`src/rtl/plds_pkg.sv`:
```
`timescale 1ns / 1ps
package plds_pkg;

	localparam int MAX_LIGHTS = 16;
	localparam int IDX_W = $clog2(MAX_LIGHTS);
	localparam int CNT_W = IDX_W + 1;
	localparam int QUEUE_DEPTH = 2;
	localparam int QPTR_W = $clog2(QUEUE_DEPTH);
	localparam int QFILL_W = QPTR_W + 1;

	localparam logic [1:0] ACT_CLEAR = 2'd0;
	localparam logic [1:0] ACT_ADD = 2'd1;
	localparam logic [1:0] ACT_QUERY = 2'd2;

	localparam logic [15:0] INTENSITY_MAX = 16'd62259;
	localparam logic signed [15:0] DEFAULT_XY = 16'sd8151;
	localparam logic signed [15:0] DEFAULT_Z = -16'sd11644;
	localparam logic signed [39:0] FORCED_Z = -40'sd16777;
	localparam logic [16:0] UNIT_ONE = 17'd65536;
	localparam logic [14:0] DIR_ONE = 15'd16384;

	localparam logic [5:0] RATIO_STEPS = 6'd32;
	localparam logic [5:0] UNIT_STEPS = 6'd22;
	localparam logic [5:0] DIR_STEPS = 6'd14;

	typedef enum logic [1:0] {
		OP_CLEAR,
		OP_ADD,
		OP_QUERY,
		OP_NOP
	} op_t;

	typedef struct packed {
		logic [1:0] action;
		logic signed [23:0] pos_x;
		logic signed [23:0] pos_y;
		logic signed [23:0] pos_z;
		logic [15:0] brightness;
		logic [23:0] radius;
	} req_t;

	typedef struct packed {
		logic signed [15:0] dir_x;
		logic signed [15:0] dir_y;
		logic signed [15:0] dir_z;
		logic [15:0] intensity;
		logic status;
	} rsp_t;

	typedef struct packed {
		op_t op;
		logic signed [23:0] pos_x;
		logic signed [23:0] pos_y;
		logic signed [23:0] pos_z;
		logic [15:0] strength;
		logic [47:0] reach_sq;
	} cmd_t;

	typedef struct packed {
		logic start;
		logic [47:0] num;
		logic [47:0] den;
		logic [5:0] steps;
	} div_req_t;

	typedef struct packed {
		logic busy;
		logic [32:0] quo;
	} div_rsp_t;

	typedef struct packed {
		logic start;
		logic [63:0] value;
	} sqrt_req_t;

	typedef struct packed {
		logic busy;
		logic [31:0] root;
	} sqrt_rsp_t;

endpackage

```
`src/rtl/plds_front.sv`:
```
`timescale 1ns / 1ps
module plds_front import plds_pkg::*; (
	input logic clk,
	input logic arst_n,
	input logic req_valid,
	output logic req_ready,
	input req_t req,
	output logic cmd_valid,
	input logic cmd_ready,
	output cmd_t cmd
);

	cmd_t queue_q [QUEUE_DEPTH];
	logic [QPTR_W-1:0] wr_ptr_q;
	logic [QPTR_W-1:0] rd_ptr_q;
	logic [QFILL_W-1:0] fill_q;
	cmd_t entry;
	logic push;
	logic pop;

	always_comb begin
		unique case (req.action)
			ACT_CLEAR: entry.op = OP_CLEAR;
			ACT_ADD: entry.op = OP_ADD;
			ACT_QUERY: entry.op = OP_QUERY;
			default: entry.op = OP_NOP;
		endcase
		entry.pos_x = req.pos_x;
		entry.pos_y = req.pos_y;
		entry.pos_z = req.pos_z;
		entry.strength = req.brightness;
		entry.reach_sq = {24'd0, req.radius} * {24'd0, req.radius};
	end

	assign req_ready = (fill_q != QFILL_W'(QUEUE_DEPTH));
	assign cmd_valid = (fill_q != '0);
	assign cmd = queue_q[rd_ptr_q];
	assign push = req_valid && req_ready;
	assign pop = cmd_valid && cmd_ready;

	always_ff @(posedge clk) begin
		if (push) begin
			queue_q[wr_ptr_q] <= entry;
		end
	end

	always_ff @(posedge clk or negedge arst_n) begin
		if (!arst_n) begin
			wr_ptr_q <= '0;
			rd_ptr_q <= '0;
			fill_q <= '0;
		end else begin
			if (push) begin
				wr_ptr_q <= wr_ptr_q + 1'b1;
			end
			if (pop) begin
				rd_ptr_q <= rd_ptr_q + 1'b1;
			end
			if (push && !pop) begin
				fill_q <= fill_q + 1'b1;
			end else if (pop && !push) begin
				fill_q <= fill_q - 1'b1;
			end
		end
	end

endmodule

```
`config.mk`:
```
export PLATFORM = sky130hd
export DESIGN_NAME = plds_front
export DESIGN_NICKNAME = d
export VERILOG_FILES = /design/src/rtl/plds_pkg.sv /design/src/rtl/plds_front.sv
export SDC_FILE = /design/constraint.sdc
export NUM_CORES = 1
export LEC_CHECK = 0
export ABC_AREA = 1
export ABC_CLOCK_PERIOD_IN_PS = 10000
export BUFFER_PORTS_ARGS = -buffer_cell sky130_fd_sc_hd__buf_2
export CORE_ASPECT_RATIO = 0.75
export CORE_MARGIN = 4
export CORE_UTILIZATION = 32
export DETAILED_ROUTE_END_ITERATION = 8
export HOLD_SLACK_MARGIN = 0.08
export PLACE_DENSITY = 0.51
export SLEW_MARGIN = 5
export SYNTH_ARGS = -nofsm -noshare
export SYNTH_HDL_FRONTEND = slang
export SYNTH_SLANG_ARGS = --single-unit
```
`constraint.sdc`:
```
create_clock -name clk -period 10 [get_ports clk]
set_input_delay 1 -clock clk [delete_from_list [all_inputs] [get_ports clk]]
set_output_delay 1 -clock clk [all_outputs]
set_load 0.1 [all_outputs]
```
# Word-level counts from Yosys, hierarchy flattened
# Memories as Yosys holds them, arrays and structs flattened.
# Index checks and enable logic that the tools add are counted.
dict set report totals {
  ram_bits 276
  mem_count 1
  wordCells 26
  reg_bits 4
  inputBits 118
  out_inout_bits 140
}
dict set report op_classes {
  reduce_logical 9
  n_eq_ne 3
  mul 1
  mux 5
  addsub 4
}
# memory words width rd rd_clocked_by_memory_dff write_ports line_no
set memory_table {}
lappend memory_table {queue_q 2 138 1 0 1 plds_front.sv:13} ;# cmd_t queue_q [QUEUE_DEPTH];
# cell count
set ops {}
lappend ops {{multiplier 24 x 24 -> 48 bit} 1}
lappend ops {{case mux 2 bit (3 select lines)} 1}
lappend ops {{logical AND 1 bit} 4}
lappend ops {{2-to-1 mux 2 bit} 2}
lappend ops {{nonzero test 2 bit} 2}
lappend ops {{adder 1 bit (second input constant)} 2}
lappend ops {{adder 2 x 1 -> 2 bit (second input constant)} 1}
lappend ops {{equality test 2 x 1 -> 1 bit (second input constant)} 1}
lappend ops {{equality test 2 bit (second input constant)} 1}
lappend ops {{zero test 1 bit} 2}
lappend ops {{zero test 2 bit} 1}
lappend ops {{2-to-1 mux 1 bit} 2}
lappend ops {{!= test 2 bit (second input constant)} 1}
lappend ops {{subtractor 2 x 1 -> 2 bit (second input constant)} 1}

# Logic depth before layout (Yosys ltp)
# Gate-level depths: netlist of run 1.
dict set report depth {
  depth_word 6
  depth_mapped 29
  ltp_nobuf 28
}

# Worst setup path after synthesis of run 1
# No wires, ideal clock.
dict set report synth_timing {
  path_kind {register to register}
  start {reg fill_q[0]}
  end {mem queue_q[1][0] (netlist bit) (enable)}
  path_buffers 0
  period_less_slack_ps 7679
  arrival_time_ps 7041
  t_required_ps 9363
  stages_incl_launch_ff 5
  setup_time_ps 637
  slack_ps 2321
  cell_sequence {dfrtp_1 -> inv_1 -> nand2_1 -> nand2_1 -> nor2_1}
}
dict set report synth_between {
  elab_chain_cells 4
}
# item line_no
set synth_lines {}
lappend synth_lines {{start, declared} plds_front.sv:16} ;# logic [QFILL_W-1:0] fill_q;
lappend synth_lines {{start signal, assigned} plds_front.sv:60} ;# fill_q <= fill_q + 1'b1;
lappend synth_lines {{start signal, assigned} plds_front.sv:62} ;# fill_q <= fill_q - 1'b1;
lappend synth_lines {{!= test 2 bit} plds_front.sv:35} ;# assign req_ready = (fill_q != QFILL_W'(QUEUE_DEPTH));
lappend synth_lines {{via req_ready} plds_front.sv:6} ;# output logic req_ready,
lappend synth_lines {{logical AND 1 bit} plds_front.sv:38} ;# assign push = req_valid && req_ready;
lappend synth_lines {{2-to-1 mux 1 bit} plds_front.sv:42} ;# if (push) begin
lappend synth_lines {{2-to-1 mux 1 bit (implied by the code)} plds_front.sv:43} ;# queue_q[wr_ptr_q] <= entry;
lappend synth_lines {{end, declared} plds_front.sv:13}
# The timed path passes the listed nets, and every way through them passes these cells.

==> results of run 1 <==
[cells in the mapped netlist]
cell type and n:
a21o_1 1, a21oi_1 33, a31oi_1 4, and2_1 1
buf_1 3, buf_4 1, clkbuf_1 78, conb_1 1
dfrtp_1 4, edfxtp_1 274, fa_1 422, ha_1 177
inv_1 859, nand2_1 1022, nand2_2 2, nand2b_1 1
nand3_1 30, nand3_2 6, nand4_1 5, nor2_1 85
nor2_2 5, nor3_1 2, nor4_1 1, o21ai_0 5
o21bai_1 5, or2_1 1, or2_2 1, xnor2_1 14
xor2_1 28
[stage by stage]
step / cell area [um^2] / util / hold slack (ns) / setup WS (ns)
floorplan: 27640 / - / 0.4458 / 2.321
global placement: 30100 / 0.3510 / 0.4659 / 2.244
detailed placement: 30100 / 0.3510 / 0.4636 / 2.307
CTS: 30890 / 0.3602 / 0.2315 / 2.867
global route: 30890 / 0.3602 / 0.2368 / 2.465
finish: 30890 / 0.3602 / 0.2706 / 2.781
[path summary, 6_finish.rpt]
kind                                   to  cells after the start      start
max                        queue_q[1][37]                     24    req[17]
min                             fill_q[1]                      1     arst_n
max reg2reg                queue_q[0][50]                      6  fill_q[0]
min reg2reg                     fill_q[0]                      1  fill_q[0]
max in group asynchronous        rd_ptr_q                      1     arst_n
min in group clk                fill_q[0]                      1  fill_q[0]
[logic make-up after synthesis]
| family | Yosys count | share of synthesized area |
|---|---|---|
| AOI/OAI and AO/OA | 48 | 0.009416 |
| xor gates and xnor gates | 42 | 0.01331 |
| adders and majority gates | 599 | 0.3858 |
| buffers and inverters | 941 | 0.1279 |
| DFF | 278 | 0.3013 |
| other | 1 | 0.0001357 |
| and+or+nand+nor | 1162 | 0.1621 |
[sequential cells by signal, indices dropped and copies added, names as in the netlist]
name / flops
queue_q: 274
fill_q: 2
rd_ptr_q: 1
wr_ptr_q: 1
[cells in the final DEF, fill, tap and decap left out, types with 14 or more instances in the layout]
cell,n
nand3_1,30
buf_2,256
xor2_1,28
ha_1,177
nor2_1,83
xnor2_1,14
clkbuf_16,25
inv_1,858
fa_1,422
nand2_1,1022
edfxtp_1,274
a21oi_1,33
[metal layers]
layer  track usage  wire, um  part of all wire  vias up
li1              -         -                 -     9312
met1        0.2157     32050              0.46     9346
met2        0.2611     32790              0.48      334
met3       0.02001      3042             0.044       64
met4       0.02180      1043             0.015        0
met5             0         0                 0        -
[critical path, stage by stage]
cell and delay (ns):
buf_2 0.58, nand2_1 0.25, fa_1 0.58, inv_1 0.06
fa_1 0.53, inv_1 0.06, fa_1 0.55, fa_1 0.53
inv_1 0.05, fa_1 0.51, fa_1 0.49, inv_1 0.05
fa_1 0.48, inv_1 0.04, ha_1 0.35, nand2_1 0.13
inv_1 0.09, nand2_1 0.05, nor2_1 0.38, nand4_1 0.22
nand3_1 0.24, nand2_1 0.10, nand3_1 0.08, nand2_1 0.08
[final cells by class]
class                      count  area [um^2]  area share
tap                         1140         1426     0.04618
inverter                     859         3227      0.1045
timing repair buffer         262         1326     0.04294
sequential                   278         8332      0.2697
multi-input combinational   1852        15790      0.5112
clock inverter                12        113.9    0.003686
clock buffer                  32        671.9     0.02175
==> flow_metrics.env, run 1 <==
export IMPL_fillers=8810
export IMPL_hp_class="in2async"
export IMPL_reg2reg_slack_ns=6.61
export IMPL_cp_end_kind="register"
export IMPL_grt_overflow=0
export IMPL_worst_setup_path_start_kind="input port"
export IMPL_final_cells=4435
export IMPL_clock_latency_ns=0.54
export IMPL_fmax_ghz=0.1385
export IMPL_antenna_found_initial=0
export IMPL_start_util=0.3223
export IMPL_synth_avg_cell_area_um2=9.000
export IMPL_io_buffers=256
export IMPL_netlist_cell_type_count=29
export IMPL_globalplace_congestion=0.8618
export IMPL_syn_cell_area_um2=27640
export IMPL_chipWidth_um=347.4
export IMPL_synth_area_leader_cell="fa_1"
export IMPL_antenna_cells=0
export IMPL_drive_above_1_share=0.09469
export IMPL_drtIter0Drc=1331
export IMPL_drcViolationCount=0
export IMPL_yosys_warnings=0
export IMPL_status="complete, no violations"
export IMPL_synth_nets=3788
export IMPL_rsz0062_at_grt="false"
export IMPL_grt_max_degree=87
export IMPL_setup_viol=0
export IMPL_syn_instance_count=3071
export IMPL_ys_seq_area_frac=0.3013
export IMPL_hold_viol_final=0
export IMPL_ant_nets=0
export IMPL_maxCapViolations=0
export IMPL_cp_required_ns=10.29
export IMPL_vias=19060
export IMPL_ctsResizeCount=0
export IMPL_clock_path_buffers=3
export IMPL_firstDrtPassIters=5
export IMPL_fin_crit_sh=0.7219
export IMPL_h_tree_depth=1
export IMPL_cts_sinks=278
export IMPL_cts_setup_buffers=0
export IMPL_cts_root_buf="clkbuf_16"
export IMPL_synth_seq_cells=278
export IMPL_path_clk_slew_ns=0.06
export IMPL_synth_top_cell_area_share=0.3056
export IMPL_crit_fanout=24
export IMPL_dp_cells=4391
export IMPL_skew_ns=0.02036
export IMPL_slew_violations=0
export IMPL_slew_headroom=0.2752
export IMPL_fin_crit_ns=7.219
export IMPL_wl_per_cell_um=15.54
export IMPL_finalSetupTns_ns=0
export IMPL_arrival_ns=7.51
export IMPL_grt_pass1_vias=20020
export IMPL_cts_tree="yes"
export IMPL_grt_pass1_wl_um=112000
export IMPL_die_area_um2=91190
export IMPL_die_height_um=262.5
export IMPL_nets=3995
export IMPL_ys_top_cells_by_area="fa_1 (31%), edfxtp_1 (30%), nand2_1 (14%)"
export IMPL_core_area_um2=85760
export IMPL_dp_hpwl_um=53780
export IMPL_vias_per_cell=4.297
export IMPL_area_growth_pct=11.75
export IMPL_grt_use_total=0.1539
export IMPL_worst_pin_slew_ns=1.087
export IMPL_placementRows=93
export IMPL_io_pins=258
export IMPL_setup_worst_path_class="in2reg"
export IMPL_wl_um=68930
export IMPL_cts_buffers=25
export IMPL_postCtsHoldBufs=0
Power of run 1 is not shown: default switching activity piles up to over one toggle a cycle in this logic, so the estimate is an artifact.
==> run 2, diff against run 1 <==
- ABC_CLOCK_PERIOD_IN_PS: 10000 -> 6100
- PLACE_DENSITY: 0.51 -> 0.53
- clock period: 10 -> 6.1 ns (I/O delays scaled with it)
==> flow_metrics.env, run 2 (synthesis gave the netlist of run 1 again) <==
export IMPL_fin_crit_sh=0.9721
export IMPL_worst_setup_path_start_kind="input port"
export IMPL_fin_crit_ns=5.930
export IMPL_io_buffers=256
export IMPL_wl_per_cell_um=14.10
export IMPL_dr_wl_met3_um=2079
export IMPL_slew_violations=0
export IMPL_start_util=0.3223
export IMPL_crit_path_max_incr_delay_ns=0.59
export IMPL_arrival_ns=6.21
export IMPL_cts_buffers=26
export IMPL_dp_hpwl_um=55640
export IMPL_area_growth_pct=21.79
export IMPL_grt_max_degree=121
export IMPL_status="complete, no violations"
export IMPL_cts_root_buf="clkbuf_16"
export IMPL_drtIter0Drc=1008
export IMPL_hold_slack_ns=0.2502
export IMPL_hp_class="in2reg"
export IMPL_setup_slack_ns=0.1701
export IMPL_highest_layer="met4"
export IMPL_drcViolationCount=0
export IMPL_critPathTopFamily="adder cells"
export IMPL_cp_end_kind="register"
export IMPL_grt_overflow=0
export IMPL_chipWidth_um=347.4
export IMPL_drive_above_1_share=0.1831
export IMPL_clock_latency_ns=0.54
export IMPL_crit_slowest_cell="fa_1"
export IMPL_reg_top3="queue_q x274, fill_q x2"
export IMPL_cp_required_ns=6.38
export IMPL_ant_nets=0
export IMPL_io_pins=258
export IMPL_die_area_um2=91190
export IMPL_crit_top_cell="nand2_1"
export IMPL_hold_viol_final=0
export IMPL_finalSetupTns_ns=0
export IMPL_setup_worst_path_class="in2reg"
export IMPL_h_tree_depth=1
export IMPL_placementRows=93
export IMPL_globalplace_congestion=0.8731
export IMPL_path_clk_slew_ns=0.07
export IMPL_skew_ns=0.01842
export IMPL_vias=19700
export IMPL_wl_met1_um=30850
export IMPL_maxCapViolations=0
export IMPL_largest_reg_flops=274
export IMPL_firstDrtPassIters=5
export IMPL_slew_headroom=0.3677
export IMPL_setup_viol=0
export IMPL_core_area_um2=85760
export IMPL_die_height_um=262.5
export IMPL_dp_cells=4667
export IMPL_nets=4277
export IMPL_fmax_ghz=0.1686
export IMPL_clock_path_buffers=3
export IMPL_top_register="queue_q"
export IMPL_grt_use_total=0.1492
export IMPL_vias_per_cell=4.175
export IMPL_cts_sinks=278
export IMPL_grt_pass1_vias=20550
export IMPL_crit_fanout=5
export IMPL_worst_pin_slew_ns=0.9484
export IMPL_grt_pass1_wl_um=110200
export IMPL_pre_cts_slack_ns=-0.5932
export IMPL_final_cells=4717
export IMPL_crit_buf_inv=8
export IMPL_antenna_found_initial=0
export IMPL_cts_tree="yes"
export IMPL_antenna_cells=0
export IMPL_final_cell_mix="nand2_1 (1004), inv_1 (858), fa_1 (422), edfxtp_1 (274), buf_4 (273)"
export IMPL_wl_um=66530
export IMPL_wl_met2_um=32750
export IMPL_mostFrequentLayoutCell="nand2_1"
run 2: cell count changes in the layout (fill, tap and decap cells not counted), sizes merged:
cell,before,now
clkbuf,32,43
dlygate4sd3,0,1
clkinv,7,9
bufinv,2,3
inv,861,860
buf,262,530
run 2: timing repair:
action	4_1_cts	5_1_grt
gates resized for setup	5	100
hold buffers	1	0
pin swaps	0	14
setup endpoints to repair	6	60
buffers inserted	0	4
hold endpoints to repair	4	0
run 2: path summary, 6_finish.rpt:
kind	from	cells past startpoint	slack [ns]	to
min in group asynchronous	arst_n	2	0.42	rd_ptr_q
worst max register to register	fill_q[0]	5	3.72	queue_q[1][57]
max in group asynchronous	arst_n	2	5.55	rd_ptr_q
worst min-delay path	req[92]	1	0.25	queue_q[0][116]
worst max-delay path	req[14]	26	0.17	queue_q[0][39]
worst min register to register	fill_q[0]	1	0.48	fill_q[0]
run 2: area by class of cell:
class	count	area, um^2
fill	8631	52100
sequential	278	8332
multi-input combinational	1852	16140
inverter	859	3227
tap	1140	1426
timing repair buffer	543	3675
clock inverter	14	167.7
clock buffer	31	690.7
run 2: per-stage QoR:
stage / utilization / cell area [um^2]
3_3_place_gp: 0.3771 / 32340
4_1_cts: 0.3873 / 33220
3_5_place_dp: 0.3771 / 32340
5_1_grt: 0.3925 / 33660
2_1_floorplan: - / 27650
6_report: 0.3925 / 33660
run 2: worst reg2reg max path, stage by stage (launching register included):
cell	delay, ns
dfrtp_1	0.37
inv_1	0.08
nand2_1	0.08
nand2_1	0.16
nor2_4	0.56
buf_12	0.49
run 2: per-layer routing:
layer	global-route usage	up-vias
met3	0.01188	50
met4	0.01854	0
met2	0.2595	256
li1	-	9876
met1	0.2097	9513
met5	0	-
Power of run 2 is left out for the same reason.
